### src/hw/rtl/cau_pkg.sv
// shared types, operation codes and saturation helpers for the complex arithmetic unit
// no dependencies; imported by every module of the block
package cau_pkg;

	localparam int CMD_W = 4;

	// command codes as they arrive on s_tuser
	localparam logic [CMD_W-1:0] CMD_ADD   = 4'd0;
	localparam logic [CMD_W-1:0] CMD_SUB   = 4'd1;
	localparam logic [CMD_W-1:0] CMD_MUL   = 4'd2;
	localparam logic [CMD_W-1:0] CMD_CMUL  = 4'd3;
	localparam logic [CMD_W-1:0] CMD_DIV   = 4'd4;
	localparam logic [CMD_W-1:0] CMD_RECIP = 4'd5;
	localparam logic [CMD_W-1:0] CMD_CONJ  = 4'd6;
	localparam logic [CMD_W-1:0] CMD_MAGSQ = 4'd7;
	localparam logic [CMD_W-1:0] CMD_COPY  = 4'd8;

	// internal operation classes handed from front to back
	localparam int CLS_W = 3;
	localparam logic [CLS_W-1:0] CLS_ADD  = 3'd0;
	localparam logic [CLS_W-1:0] CLS_SUB  = 3'd1;
	localparam logic [CLS_W-1:0] CLS_CONJ = 3'd2;
	localparam logic [CLS_W-1:0] CLS_COPY = 3'd3;
	localparam logic [CLS_W-1:0] CLS_PROD = 3'd4;
	localparam logic [CLS_W-1:0] CLS_DIV  = 3'd5;
	localparam logic [CLS_W-1:0] CLS_NONE = 3'd6;

	// quotient bits kept by the divider, enough to see any 32-bit saturation
	localparam int QB = 33;

	localparam logic [31:0] POS_MAX = 32'h7fffffff;
	localparam logic [31:0] NEG_MIN = 32'h80000000;

	// products formed by the back end: p0 = xr*yr, p1 = xi*yi, p2 = xr*yi, p3 = xi*yr
	// re = p0 +/- p1, im = +/-p2 +/- p3
	typedef struct packed {
		logic [CLS_W-1:0] cls;
		logic             neg1;
		logic             neg2;
		logic             neg3;
		logic             im_zero;
		logic signed [31:0] xr;
		logic signed [31:0] xi;
		logic signed [31:0] yr;
		logic signed [31:0] yi;
	} cau_op_t;

	typedef struct packed {
		logic        ovf;
		logic [31:0] val;
	} sat_t;

	// saturate a 33-bit two's complement sum
	function automatic sat_t sat_sum(input logic [32:0] v);
		sat_t r;
		r.ovf = v[32] ^ v[31];
		r.val = r.ovf ? (v[32] ? NEG_MIN : POS_MAX) : v[31:0];
		return r;
	endfunction

	// clamp a sign-magnitude value to 32-bit two's complement
	function automatic sat_t sat_sm(input logic neg, input logic big, input logic [63:0] q);
		sat_t        r;
		logic [63:0] lim;
		logic [63:0] qq;
		lim   = neg ? 64'h0000_0000_8000_0000 : 64'h0000_0000_7fff_ffff;
		r.ovf = big || (q > lim);
		qq    = r.ovf ? lim : q;
		r.val = neg ? 32'(64'd0 - qq) : qq[31:0];
		return r;
	endfunction

endpackage

### src/hw/rtl/cau_queue.sv
// small register queue between front end and back end
// depends on cau_pkg only for house consistency of imports
module cau_queue import cau_pkg::*; #(
	parameter int WIDTH = 8,
	parameter int DEPTH = 2
) (
	input  logic             clk,
	input  logic             arst_n,
	input  logic             push,
	input  logic [WIDTH-1:0] din,
	output logic             full,
	input  logic             pop,
	output logic [WIDTH-1:0] dout,
	output logic             avail
);

	localparam int AW = (DEPTH > 1) ? $clog2(DEPTH) : 1;

	logic [WIDTH-1:0] mem_q [DEPTH];
	logic [AW-1:0]    wp_q, rp_q;
	logic [AW:0]      cnt_q;

	assign full  = cnt_q == (AW+1)'(DEPTH);
	assign avail = cnt_q != '0;
	assign dout  = mem_q[rp_q];

	always_ff @(posedge clk or negedge arst_n) begin
		if (!arst_n) begin
			wp_q  <= '0;
			rp_q  <= '0;
			cnt_q <= '0;
		end else begin
			if (push) begin
				wp_q <= (wp_q == AW'(DEPTH-1)) ? '0 : wp_q + 1'b1;
			end
			if (pop) begin
				rp_q <= (rp_q == AW'(DEPTH-1)) ? '0 : rp_q + 1'b1;
			end
			if (push && !pop) begin
				cnt_q <= cnt_q + 1'b1;
			end else if (pop && !push) begin
				cnt_q <= cnt_q - 1'b1;
			end
		end
	end

	always_ff @(posedge clk) begin
		if (push) begin
			mem_q[wp_q] <= din;
		end
	end

endmodule

### config.mk
export PLATFORM = sky130hd
export DESIGN_NAME = cau_queue
export DESIGN_NICKNAME = d
export VERILOG_FILES = /design/src/hw/rtl/cau_pkg.sv /design/src/hw/rtl/cau_queue.sv
export SDC_FILE = /design/constraint.sdc
export NUM_CORES = 1
export LEC_CHECK = 0
export BUFFER_PORTS_ARGS = -buffer_cell sky130_fd_sc_hd__buf_2
export CORE_AREA = 2 2 47 49
export CTS_CLUSTER_DIAMETER = 120
export DETAILED_ROUTE_END_ITERATION = 6
export DIE_AREA = 0 0 49 51
export PLACE_DENSITY = 0.67
export SLEW_MARGIN = 20
export SYNTH_ARGS = -nofsm -noshare
export SYNTH_HDL_FRONTEND = slang
export SYNTH_SLANG_ARGS = --single-unit
### constraint.sdc
create_clock -name clk -period 2.4 [get_ports clk]
set_clock_uncertainty 0.15 [all_clocks]
set_input_delay 0.24 -clock clk [delete_from_list [all_inputs] [get_ports clk]]
set_output_delay 0.24 -clock clk [all_outputs]
set_load 0.02 [all_outputs]
=== Word level (Yosys, flattened, before mapping) ===
Memory sizes are Yosys's and may differ from the RTL's.
Cells that the tools add are included.
Widths: inputs -> output; s select.

* Reductions and logical operators: 6
* Add/subtract/negate cells: 4
* Multiplexer cells: 6
* Equality and inequality tests: 1

{| class="wikitable"
|+ Operators with widths
! operator !! count
|-
| $mux 1 || 4
|-
| $mux 2 || 2
|-
| $reduce_bool 2->1 || 2
|-
| $add 1x1->1 const B || 2
|-
| $add 2x1->2 const B || 1
|-
| $eq 2x2->1 const B || 1
|-
| $logic_and 1x1->1 || 2
|-
| $logic_not 1->1 || 2
|-
| $sub 2x1->2 const B || 1
|}

* Memory bits (writable): 16
* Word-level logic and storage cells: 21
* Memories kept: 1
* Register bits after elaboration: 4
* Output and inout bits: 10
* Input bits: 12

{| class="wikitable"
|+ Memories
! memory !! depth !! bits a word !! rd ports !! clocked after Yosys merged registers in !! write ports !! line !! text
|-
| mem_q || 2 || 8 || 1 || 0 || 1 || cau_queue.sv:19 || <nowiki>logic [WIDTH-1:0] mem_q [DEPTH];</nowiki>
|}

=== Depth between registers and ports, before layout ===
* Word-level depth: 4
* Gate-level depth with buffers: 5
* Depth with buffers taken out: 5

=== Worst setup path after synthesis ===
No wires, ideal clock.

* Kind: register to register
* Start point: register wp_q
* End point: memory mem_q[0][0], enable pin
* Required time: 1,877 ps
* Data arrival time: 789 ps
* Setup slack: 1,088 ps
* Library setup time: 373 ps
* Period minus slack after synthesis: 1,312 ps
* Buffers on the path: 0
* Cell stages (with the launch flop): 2
* Cells stage by stage: dfrtp_1 -> nor2b_1

{| class="wikitable"
|+ RTL lines
! item !! line !! text
|-
| start: declaration || cau_queue.sv:20 || <nowiki>logic [AW-1:0] wp_q, rp_q;</nowiki>
|-
| start signal: assignment || cau_queue.sv:34 || <nowiki>wp_q <= (wp_q == AW'(DEPTH-1)) ? '0 : wp_q + 1'b1;</nowiki>
|-
| end: declaration || cau_queue.sv:19 ||
|}

Straight into the memory's write port.

=== Final worst setup path ===
* Start point: register rp_q
* End point: output dout[6]

* Word-level cells in the longest chain between the ends: 1

{| class="wikitable"
|+ Ends and longest elaborated chain
! item !! line !! text
|-
| start: declaration || cau_queue.sv:20 ||
|-
| start signal: assignment || cau_queue.sv:37 || <nowiki>rp_q <= (rp_q == AW'(DEPTH-1)) ? '0 : rp_q + 1'b1;</nowiki>
|-
| $mem_v2 2x8 || -- ||
|-
| end: declaration || cau_queue.sv:13 || <nowiki>output logic [WIDTH-1:0] dout,</nowiki>
|}

No other way between the ends.

==> metrics.txt <==
setup TNS 0 ns; Crit Path Max Fanout 9; crit-path cells mux2_2, buf_2; Post-Syn Instances 41; Mapped Avg Cell Area ~19 um^2; DRT iter0 DRCs 2; crit path capture dout[6]; Yosys top cell by area edfxtp_1; outcome completed; Pins Over Slew Limit 0; input/output buffers 21; FP Rows 17; Post-synth ARST share roughly a fifth; clk root buf clkbuf_4; FF-to-FF path depth 1; total global-route track usage 10.30%; final core utilization 49.85%; Die X a little under 50 um; Max-slew headroom a little over half; post-CTS setup buffer count 0; initial antenna violation count 0; Most used DFF post-synth edfxtp_1; synth-to-layout area growth 33.01%; first-pass GRT wire length about 1900 um; clock transition at the registers of the reported paths roughly 0.1 ns; GR Overflow Total 0; HP Class primary input to register; share of post-route cells with drive strength above 1 around 45%; Worst EP arrival 1.43 ns; FF-to-FF Start wp_q$_DFFE_PN0P_; Peak VDD IR 692.9 uV; Vias ~440; startpoint types register; Crit Path Class register to output pin; drt pass-1 iters 2; Crit. End Element output pin; CTS Buf Count 3; setup slack, reg-to-reg between 0.9 and 1 ns; min Tclk post-route 1.819 ns; WP depth 2; top-area cell type share of the netlist area between 60% and 70%; routed len/inst 10.83 um; antenna-violating nets left 0; vias in the first global route 439; drt via density between 4 and 5; Mapped Area roughly 770 um^2; die area between 2000 and 2500 um^2; WL final approximately 1100 um; diode count 0; htree depth 1; number of nets in the layout between 80 and 90; Post-Syn Nets 54; CP bufs+invs 1; clock sinks 20; count leader, synth edfxtp_1; non-filler instance count after layout 103; Max Buffers Root-to-Sink 2; core area between 2000 and 2500 um^2; Place WS 0.8883 ns; Worst-Margin Slew between 0.6 and 0.7 ns; Residual DRC 0; unrepaired setup endpoints after global routing no; clk_lat worst skew between 0.2 and 0.3 ns; R2R Path End mem_q[0][7]$_DFFE_PP_; Seq/Total Area, Yosys ~75%; EDFF count, synth 16; post-synth cell types 13; Slowest-stage cell, CP dfrtp_1; die height 51 um; Final setup viols 0; CP delay by family, top flip-flops; Critical Path RT roughly 2.0 ns; Power Dens Cells approximately 1000 nW/um^2; Yosys Warn Count 0; CTS tree yes; Starting Density 37.48%; max cap viols 0; Fin. Hold Viols 0; largest net degree at the start of global routing 12; P_leak ~0.42 nW; Critical Path Start rp_q$_DFFE_PN0P_; num ports 22; Setup WS post-layout a little under 0.6 ns; hold slack between 0.015 and 0.02 ns; max incr delay on CP about 0.61 ns; synth cell count leaders 16 x edfxtp_1, 8 x mux2_2, 4 x dfrtp_1, 4 x xor2_1; dpl cells approximately 90; GP Congestion ~0.58; period utilization around three quarters; f_max ~550 MHz; Synth Register Bits 20; synth top area cells edfxtp_1 62%, dfrtp_1 13%, mux2_2 12%, xor2_1 4.5%, ha_1 1.6%
[worst min path at each step]
stage | from | end | cells after the start
after floorplan | arst_n | cnt_q[0]$_DFFE_PN0P_ | 0
after global placement | arst_n | wp_q$_DFFE_PN0P_ | 1
after detailed placement | arst_n | wp_q$_DFFE_PN0P_ | 1
after CTS | push | wp_q$_DFFE_PN0P_ | 2
after global routing | push | wp_q$_DFFE_PN0P_ | 2
final | push | wp_q$_DFFE_PN0P_ | 2
[power by group]
part           total, mW  leakage (nW)  switching (mW)  internal, mW
clock              0.152        0.0154          0.0916        0.0602
combinational      0.351         0.204           0.184         0.167
sequential         0.538         0.197          0.0669         0.471
total               1.04         0.416           0.343         0.699
[registers in the layout, indices dropped and copies added, names as in the netlist]
name,cells
cnt_q,2
mem_q,16
rp_q,1
wp_q,1
[logic make-up (layout without fill, tap and decap cells)]
logic type / after synthesis / after routing / synth area share (%)
xor gates and xnor gates: 5 / 5 / 5.663
muxes: 8 / 8 / 11.65
adders and majority gates: 1 / 1 / 1.618
buffers and inverters: 2 / 36 / 1.941
DFF: 20 / 20 / 75.08
and+or+nand+nor: 5 / 5 / 4.047
[cell usage in the layout (no fill, tap or decap)]
master	count
buf_2	21
edfxtp_1	16
dlygate4sd3_1	10
mux2_2	8
xor2_1	4
dfrtp_1	4
clkbuf_4	3
or2_2	1
and2b_2	1
and2_1	1
nor2b_1	1
xnor2_1	1
nor2_1	1
inv_1	1
ha_1	1
clkinv_1	1
[metrics by stage]
stage                     power (mW)  area [um^2]
final                          1.041         1028
after detailed placement      0.8911        902.1
after CTS                      1.057         1028
after global routing           1.112         1028
after global placement        0.8826        902.1
after floorplan               0.7980        773.2
[cell type report]
class / instances / area (um^2)
Fill cell: 194 / 1035
Sequential cell: 20 / 580.6
Timing Repair Buffer: 31 / 205.2
Multi-Input combinational cell: 19 / 177.7
Tap cell: 28 / 35.03
Clock buffer: 3 / 22.52
Clock inverter: 1 / 3.754
Inverter: 1 / 3.754
[timing repair]
item / in CTS / in global routing
hold buffers: 10 / 0
endpoints found under the hold margin: 21 / 0
resized for setup: 0 / 0
[metal layers]
layer	global-route usage (%)	up-vias	share of wire [%]
met4	4.286	0	0
met1	12.26	206	49
met3	2.632	0	4.4
met2	17.81	15	47
li1	-	214	-
met5	0	-	0
Note: power is estimated with default switching activity, not from simulation.
