## src/hw/rtl/cau_pkg.sv

```systemverilog
// shared types, operation codes and saturation helpers for the complex arithmetic unit
// no dependencies; imported by every module of the block
package cau_pkg;

	localparam int CMD_W = 4;

	// command codes as they arrive on s_tuser
	localparam logic [CMD_W-1:0] CMD_ADD   = 4'd0;
	localparam logic [CMD_W-1:0] CMD_SUB   = 4'd1;
	localparam logic [CMD_W-1:0] CMD_MUL   = 4'd2;
	localparam logic [CMD_W-1:0] CMD_CMUL  = 4'd3;
	localparam logic [CMD_W-1:0] CMD_DIV   = 4'd4;
	localparam logic [CMD_W-1:0] CMD_RECIP = 4'd5;
	localparam logic [CMD_W-1:0] CMD_CONJ  = 4'd6;
	localparam logic [CMD_W-1:0] CMD_MAGSQ = 4'd7;
	localparam logic [CMD_W-1:0] CMD_COPY  = 4'd8;

	// internal operation classes handed from front to back
	localparam int CLS_W = 3;
	localparam logic [CLS_W-1:0] CLS_ADD  = 3'd0;
	localparam logic [CLS_W-1:0] CLS_SUB  = 3'd1;
	localparam logic [CLS_W-1:0] CLS_CONJ = 3'd2;
	localparam logic [CLS_W-1:0] CLS_COPY = 3'd3;
	localparam logic [CLS_W-1:0] CLS_PROD = 3'd4;
	localparam logic [CLS_W-1:0] CLS_DIV  = 3'd5;
	localparam logic [CLS_W-1:0] CLS_NONE = 3'd6;

	// quotient bits kept by the divider, enough to see any 32-bit saturation
	localparam int QB = 33;

	localparam logic [31:0] POS_MAX = 32'h7fffffff;
	localparam logic [31:0] NEG_MIN = 32'h80000000;

	// products formed by the back end: p0 = xr*yr, p1 = xi*yi, p2 = xr*yi, p3 = xi*yr
	// re = p0 +/- p1, im = +/-p2 +/- p3
	typedef struct packed {
		logic [CLS_W-1:0] cls;
		logic             neg1;
		logic             neg2;
		logic             neg3;
		logic             im_zero;
		logic signed [31:0] xr;
		logic signed [31:0] xi;
		logic signed [31:0] yr;
		logic signed [31:0] yi;
	} cau_op_t;

	typedef struct packed {
		logic        ovf;
		logic [31:0] val;
	} sat_t;

	// saturate a 33-bit two's complement sum
	function automatic sat_t sat_sum(input logic [32:0] v);
		sat_t r;
		r.ovf = v[32] ^ v[31];
		r.val = r.ovf ? (v[32] ? NEG_MIN : POS_MAX) : v[31:0];
		return r;
	endfunction

	// clamp a sign-magnitude value to 32-bit two's complement
	function automatic sat_t sat_sm(input logic neg, input logic big, input logic [63:0] q);
		sat_t        r;
		logic [63:0] lim;
		logic [63:0] qq;
		lim   = neg ? 64'h0000_0000_8000_0000 : 64'h0000_0000_7fff_ffff;
		r.ovf = big || (q > lim);
		qq    = r.ovf ? lim : q;
		r.val = neg ? 32'(64'd0 - qq) : qq[31:0];
		return r;
	endfunction

endpackage

```

## src/hw/rtl/cau_front.sv

```systemverilog
// front end: takes input transactions and maps each command onto an operation class
// depends on cau_pkg; feeds cau_queue
module cau_front import cau_pkg::*; #(
	parameter int FRAC_BITS = 16
) (
	input  logic               s_tvalid,
	output logic               s_tready,
	input  logic [127:0]       s_tdata,  // a_re, a_im, b_re, b_im
	input  logic [CMD_W-1:0]   s_tuser,  // command
	input  logic               q_full,
	output logic               push,
	output cau_op_t            op
);

	logic [CMD_W-1:0] cmd;
	logic [31:0]      ar, ai, br, bi;

	assign cmd = s_tuser;
	assign ar  = s_tdata[31:0];
	assign ai  = s_tdata[63:32];
	assign br  = s_tdata[95:64];
	assign bi  = s_tdata[127:96];

	assign s_tready = !q_full;
	assign push     = s_tvalid && !q_full;

	always_comb begin
		op         = '0;
		op.cls     = CLS_NONE;
		op.xr      = ar;
		op.xi      = ai;
		op.yr      = br;
		op.yi      = bi;
		case (cmd)
			CMD_ADD:  op.cls = CLS_ADD;
			CMD_SUB:  op.cls = CLS_SUB;
			CMD_MUL: begin
				op.cls  = CLS_PROD;
				op.neg1 = 1'b1;
			end
			CMD_CMUL: begin
				op.cls  = CLS_PROD;
				op.neg3 = 1'b1;
			end
			CMD_DIV: begin
				op.cls  = CLS_DIV;
				op.neg2 = 1'b1;
			end
			CMD_RECIP: begin
				// one over a, as (1 + 0i) / a
				op.cls  = CLS_DIV;
				op.neg2 = 1'b1;
				op.xr   = 32'(64'd1 << FRAC_BITS);
				op.xi   = '0;
				op.yr   = ar;
				op.yi   = ai;
			end
			CMD_CONJ: op.cls = CLS_CONJ;
			CMD_MAGSQ: begin
				op.cls     = CLS_PROD;
				op.yr      = ar;
				op.yi      = ai;
				op.im_zero = 1'b1;
			end
			CMD_COPY: op.cls = CLS_COPY;
			default:  op.cls = CLS_NONE;
		endcase
	end

endmodule

```

## config.mk

```make
export PLATFORM = sky130hd
export DESIGN_NAME = cau_front
export DESIGN_NICKNAME = d
export VERILOG_FILES = /design/src/hw/rtl/cau_pkg.sv /design/src/hw/rtl/cau_front.sv
export SDC_FILE = /design/constraint.sdc
export NUM_CORES = 1
export LEC_CHECK = 0
export ABC_AREA = 1
export BUFFER_PORTS_ARGS = -buffer_cell sky130_fd_sc_hd__buf_2
export CORE_AREA = 2 2 106 108
export DETAILED_ROUTE_END_ITERATION = 10
export DIE_AREA = 0 0 108 110
export PLACE_DENSITY = 0.47
export SLEW_MARGIN = 20
export SYNTH_ARGS = -nofsm -noshare
export SYNTH_HDL_FRONTEND = slang
export SYNTH_SLANG_ARGS = --single-unit
```

## constraint.sdc

```tcl
create_clock -name vclk -period 1.8
set_input_delay 0.18 -clock vclk [all_inputs]
set_output_delay 0.18 -clock vclk [all_outputs]
set_load 0.03 [all_outputs]
```

Word-level counts from Yosys, hierarchy flattened --
Cells that the tools add are included.
Storage, ports and cells: register bits after elaboration 0, output and inout port bits 137, logic and storage cells 21
Cells by class: equal/unequal tests 8, muxes and demuxes 7, reductions and logical operators 6
Operator list (count):
- 64-bit two-way mux | 2
- 3-bit case mux with 6 select lines | 1
- 4-bit by 3-bit equality test with 1-bit output (second input constant) | 4
- 4-bit by 2-bit equality test with 1-bit output (second input constant) | 2
- 4-bit by 1-bit equality test with 1-bit output (second input constant) | 1
- 4-bit equality test (second input constant) | 1
- 4-bit zero test | 1
- 1-bit two-way mux | 4
- 2-bit OR reduction | 2
- 3-bit OR reduction | 1
- 1-bit logical AND | 1
- 1-bit zero test | 1

Depth between registers and ports, before layout --
Gate-level depths: netlist (run 1).
word-level depth 3, gate-level depth with buffers 7

Least setup slack after synthesis (run 1) --
No wires, ideal clock.
path type input to output, start point input s_tuser[1], end point output op[112] (netlist bit), arrival time 1063 ps, setup slack 557 ps, stages 3, path buffers 0, path through inv_1 nand2_1 o21ai_0
RTL lines:
- start: declaration | RTL line cau_front.sv:9 | input logic [CMD_W-1:0] s_tuser,
- end: declaration | RTL line cau_front.sv:12 | output cau_op_t op

==> results, run 1 <==
- The final worst-path cycle share is 0.846.
- The number of design-rule violations left by the first detailed-router iteration is 85.
- The full die area is 0.0119 mm2.
- The final-report max-slew violation count was 0.
- The data required time at the worst endpoint is 1.62 ns.
- The signal arrival time at the worst endpoint is 1.34 ns.
- The sum of negative setup slack is 0 ns.
- The first global-routing pass estimated 10.1 mm of wire.
- A synthesized cell averages 5.37 um2.
- OpenSTA, run right after detailed placement, puts the worst setup slack at 0.262 ns.
- The number of endpoints failing setup at the final stage is 0.
- The mean routed wirelength per cell is 10.3 um.
- In this design, the stage delay of the slowest critical-path cell is around 0.27 ns.
- Wires add up to roughly 7.2 mm.
- The row count is 38.
- The total core area is ~0.011 mm2.
- The area occupied by registers is 0 um2.
- The initial antenna violation count is 0.
- The highest metal layer used by the detailed router is met3.
- The slew at the pin closest to its max-slew limit is 0.337 ns.
- The via count of the first global-routing pass was 2,321.
- The top-area cell type share of the netlist area is 0.342.
- The class of the most critical hold timing path is in -> out.
- The final number of hold-violating endpoints came to 0.
- The net count of the finished layout is 701.
- The signal on the critical path passes through buf_2 -> inv_2 -> nor2_2 -> nand2_4 -> buf_12 -> nand2_1 -> o21ai_2 -> buf_2.
- By area the synthesized netlist is led by sky130_fd_sc_hd__o21ai_2, sky130_fd_sc_hd__inv_1, sky130_fd_sc_hd__nand2_1.
- When the netlist entered floorplanning its net count stood at roughly 440.
- Entering global routing, the biggest net connects 40 pins.
- The number of different library cells used by synthesis comes to 14.
- The tightest hold path in the finished design has a slack of ~0.64 ns.
- The upper clock frequency limit is 0.657 GHz.
- The total of hold buffers inserted after clock tree synthesis is 0.
- Clock buffers in the final layout number 0.
- The worst setup path is of the in -> out kind.
- The number of violations of the max-capacitance limit is 0.
- The largest driver fanout on the critical path is 39.
- VDD sags by at most 143 uV.
- The count of port buffers added during placement is 271.
- The commonest cells after synthesis are sky130_fd_sc_hd__inv_1, sky130_fd_sc_hd__nand2_1, sky130_fd_sc_hd__nor2_1.
- The sort of element at the start of the critical path is an input port.
- After clock tree synthesis, the repair step resized 0 gates.
- After clock tree synthesis, the setup repair step added 0 buffers.
- The count of nets left with antenna violations once routing finished came out at 0.
- The number of diodes is 0.
- The overall track demand over capacity in global routing is 0.101.
- The biggest area contributor in the post-synthesis netlist is sky130_fd_sc_hd__o21ai_2.
- The number of iterations in the first detailed-routing pass is 4.
- In the routed design, unresolved DRC markers number 0.
- The worst setup path is captured at an output port.
- The worst pin sits at a relative slew slack of 0.775.
- The cell type of the slowest stage on the worst timing path is sky130_fd_sc_hd__nand2_4.
- Yosys printed 0 warnings.
- The per-cell via count in the routed design is 3.86.
- The share of the core filled with cells in the final layout is 0.287.
- In the detailed route, the total length drawn on met3 is 577 um.
- The final worst setup slack is about 0.28 ns.
- The routed metal-1 wirelength is 2.64 mm.
- The power density relative to cell area is about 360 mW/mm2.
- The placed wire-length estimate after detailed placement is 6.45 mm.
- The die outline height is 110 um.
- On the critical path the largest part of the delay comes from buffers and inverters.
- During I/O placement, the number of pins put on the boundary was 271.
- Counting both buffers and inverters, the worst setup path holds a total of 4.
- Setup repair after global routing left no endpoint under its margin.
- The netlist area before placement is approximately 0.0016 mm2.
- The via count is 2,724.
- In the final layout, the share of cells above drive strength 1 is 0.616.
- Routability-driven placement finished with a final weighted congestion of 0.810.
- The share of the yosys chip area belonging to registers is 0.
- The final global-route overflow total is 0.
- The overall power consumption is 1110 uW.
- The final layout contains a sequential cell count of 0.
- Relative to the synthesized area, the layout overhead comes to 87.4%.
- The critical path's most frequent cell is sky130_fd_sc_hd__buf_2.
- The starting density of the core is 0.153.
- The post-route minimum period is 1.52 ns.
- The met2 routed wirelength is approximately 4.0 mm.
- The die is about 110 um wide.
- The analysis attributes to cell leakage a power of 0.00208 uW.
- The flow ran to the end, and the final reports show no timing, DRC or antenna violations.
- Synthesis handed over a netlist of 305 instances.
==> per-layer routing <==
metal | GRT usage | vias to the layer above
met3 | 0.00705 | 0
met2 | 0.221 | 130
met4 | 0.00275 | 0
met5 | 0 | -
li1 | - | 1422
met1 | 0.109 | 1172
==> area by class of cell <==
| type | instances | area [um2] |
|---|---|---|
| fillers | 1256 | 7630 |
| inverters | 72 | 270 |
| multi-input cells | 213 | 1150 |
| well taps | 140 | 175 |
| repair buffers | 280 | 1470 |
==> power by group <==
| part | internal (uW) | leakage [uW] | switching [uW] |
|---|---|---|---|
| registers | 0 | 0 | 0 |
| clock network | 0 | 0 | 0 |
| logic | 364 | 0.00208 | 750 |
==> cells in the final DEF (no fill, tap or decap), drive strengths merged <==
master    n
o21ai    67
inv      72
buf     280
nand3     1
o21bai    1
nor2     71
nand2    72
mux2i     1
==> metrics by stage <==
stage          instances  cell area (um2)
2_1_floorplan        305             1640
3_3_place_gp         705             3070
3_5_place_dp         705             3070
4_1_cts              705             3070
5_1_grt              705             3070
6_report             705             3070
==> path summary, 6_finish.rpt <==
kind / start / endpoint / cells after the start
worst max-delay path: s_tuser[2] / op[14] / 8
worst min-delay path: q_full / s_tready / 3
==> cell families (layout without fill, tap and decap cells) <==
family          after synthesis  count (layout)  share of synthesized area
simple gates                144             144                      0.338
buf+inv                      92             352                      0.300
mux                           1               1                    0.00611
compound gates               68              68                      0.356
Note: power is estimated with default switching activity, not from simulation.
==> run 2, diff against run 1 <==
--- a/config.mk
+++ b/config.mk
@@ -7,9 +7,9 @@
 export LEC_CHECK = 0
 export ABC_AREA = 1
 export BUFFER_PORTS_ARGS = -buffer_cell sky130_fd_sc_hd__buf_2
-export CORE_AREA = 2 2 106 108
+export CORE_AREA = 2 2 105 107
 export DETAILED_ROUTE_END_ITERATION = 10
-export DIE_AREA = 0 0 108 110
+export DIE_AREA = 0 0 107 109
 export PLACE_DENSITY = 0.47
 export SLEW_MARGIN = 20
 export SYNTH_ARGS = -nofsm -noshare
==> constraint.sdc (replaced) <==
create_clock -name vclk -period 1.5
set_input_delay 0.15 -clock vclk [all_inputs]
set_output_delay 0.15 -clock vclk [all_outputs]
set_load 0.03 [all_outputs]
==> results, run 2 (same netlist as run 1, synthesis figures left out) <==
- The maximum number of pins on one net before global-route repair is 59.
- For the final routed database, the setup TNS stands at 0 ns.
- The number of setup buffers added after CTS is 0.
- The path class of the tightest hold or removal check is in -> out.
- The count of port buffers added during placement is about 270.
- The number of iterations in the first detailed-routing pass is 4.
- The full die area is ~0.012 mm2.
- The initial antenna violation count is 0.
- Detailed placement ended at an HPWL of 6.50 mm.
- For hold timing, the worst endpoint is s_tready.
- The starting density of the core is 0.155.
- The worst setup path is captured at an output port.
- The first global-routing pass estimated 10.5 mm of wire.
- The number of placed cells counting well taps is 702.
- The sort of element at the start of the critical path is an input port.
- The library cell used most frequently in the layout, excluding fill and tap cells, is sky130_fd_sc_hd__buf_2.
- After global routing the overflow that remains totals 0.
- The final-report max-slew violation count is 0.
- The signal arrival time at the worst endpoint is 1.20 ns.
- In this run the standard cell core region covers 0.0106 mm2.
- The post-route DRC violation count is 0.
- Using the TritonRoute via totals, the vias-per-cell ratio works out to roughly 3.9.
- In the final layout, the share of cells above drive strength 1 is 0.614.
- The final-layout fill cell count is 1,216.
- The type of the worst setup path is in -> out.
- The post-cts sizing count is 0.
- The largest driver fanout on the critical path is 58.
- Once routing completed, OpenROAD measured the worst setup slack at approximately 0.15 ns.
- The final layout contains 698 nets.
- After detailed routing, the average wire length per cell comes to 10.5 um.
- The tightest hold path in the finished design has a slack of 0.585 ns.
- The upper clock frequency limit is about 0.74 GHz.
- The die outline height is roughly 110 um.
- The first routing iteration left 88 violations.
- Setup repair after global routing left no endpoint under its margin.
- Counting the clock-network buffers in the layout gives 0.
- The slew at the pin closest to its max-slew limit is 0.310 ns.
- The tool flagged a number of max-cap violations equal to 0.
- Once detail routing completed, the nets flagged for antenna violations numbered 0.
- The number of endpoints failing setup at the final stage is 0.
- At the worst endpoint, the required time is ~1.4 ns.
- The routed design has 7.34 mm of wire.
- The congestion estimate from routability-driven global placement came to about 0.84.
- The run finished with clean final reports.
- The design has 0 sequential cells.
- The area growth from synthesis to layout is 86.0%.
- Headroom to the max-slew limit came out at 0.793.
- The die is 107 um wide.
- For this run, the total global-route usage over all layers was measured as 0.107.
- The final number of hold-violating endpoints was 0.
- The via count of the first global-routing pass came to 2,431.
- For this block, the via count after detailed routing is 2,749.
- After clock tree synthesis, the flow added hold-fix buffers numbering 0.
- The top cell types in the final layout, fill and taps aside, are sky130_fd_sc_hd__buf_2, sky130_fd_sc_hd__nand2_1, sky130_fd_sc_hd__inv_1, sky130_fd_sc_hd__nor2_1, sky130_fd_sc_hd__o21ai_2.
- The critical hold path startpoint is q_full.
- The worst setup slack before clock tree synthesis is about 0.16 ns.
- For this design the static power due to leakage is 0.00206 uW.
- After floorplanning, the core was divided into 38 placement rows.
- The number of diodes is 0.
- The final worst-path cycle share is 0.901.
- For this run, the number of standard cells in the final layout without fillers is 702.
- Along the worst hold path, the cell count comes to 3.
- The top-level port count is 271.
- The area occupied by registers is 0 um2.
- VDD sags by at most roughly 190 uV.
- The power density relative to cell area is 438 mW/mm2.
- The post-route minimum period is between 1 and 1.5 ns.
run 2: cell count changes in the layout (fill, tap and decap cells not counted):
| cell | change |
|---|---|
| sky130_fd_sc_hd__buf_4 | -3 |
run 2: stage by stage:
| stage | area [um2] | utilization | power [uW] |
|---|---|---|---|
| 2_1_floorplan | 1640 | - | 904 |
| 3_3_place_gp | 3050 | 0.288 | 1340 |
| 3_5_place_dp | 3050 | 0.288 | 1350 |
| 4_1_cts | 3050 | 0.288 | 1350 |
| 5_1_grt | 3050 | 0.288 | 1430 |
| 6_report | 3050 | 0.288 | 1340 |
run 2: metal layers:
metal / up-vias / part of all wire / GRT usage
li1: 1416 / - / -
met1: 1197 / 0.35 / 0.109
met5: - / 0 / 0
met2: 136 / 0.57 / 0.240
met3: 0 / 0.073 / 0.0108
met4: 0 / 0 / 0
run 2: worst max-delay path, stage by stage:
cell and delay, ns:
sky130_fd_sc_hd__buf_2 0.13, sky130_fd_sc_hd__inv_2 0.06, sky130_fd_sc_hd__nor2_2 0.05, sky130_fd_sc_hd__nand2_4 0.10, sky130_fd_sc_hd__buf_12 0.28, sky130_fd_sc_hd__nand2_1 0.11
sky130_fd_sc_hd__o21ai_2 0.07, sky130_fd_sc_hd__buf_2 0.21
run 2: how the worst max path moves through the flow:
stage          cells after the start  slack [ns]       start       to
5_1_grt                            8        0.05  s_tuser[2]   op[40]
6_report                           8        0.15  s_tuser[2]   op[38]
4_1_cts                            8        0.15  s_tuser[2]   op[38]
2_1_floorplan                      3        0.32  s_tuser[1]  op[112]
3_3_place_gp                       8        0.18  s_tuser[2]    op[0]
3_5_place_dp                       8        0.16  s_tuser[2]   op[38]
run 2: final cells by class:
cell class                      count  area [um2]  area share
Timing Repair Buffer              277        1450       0.476
Inverter                           72         270      0.0886
Tap cell                          140         175      0.0574
Multi-Input combinational cell    213        1150       0.378
run 2: power breakdown:
group / switching (uW) / internal (uW) / total [uW]
combinational: 902 / 433 / 1340
clock: 0 / 0 / 0
sequential: 0 / 0 / 0
total: 902 / 433 / 1340
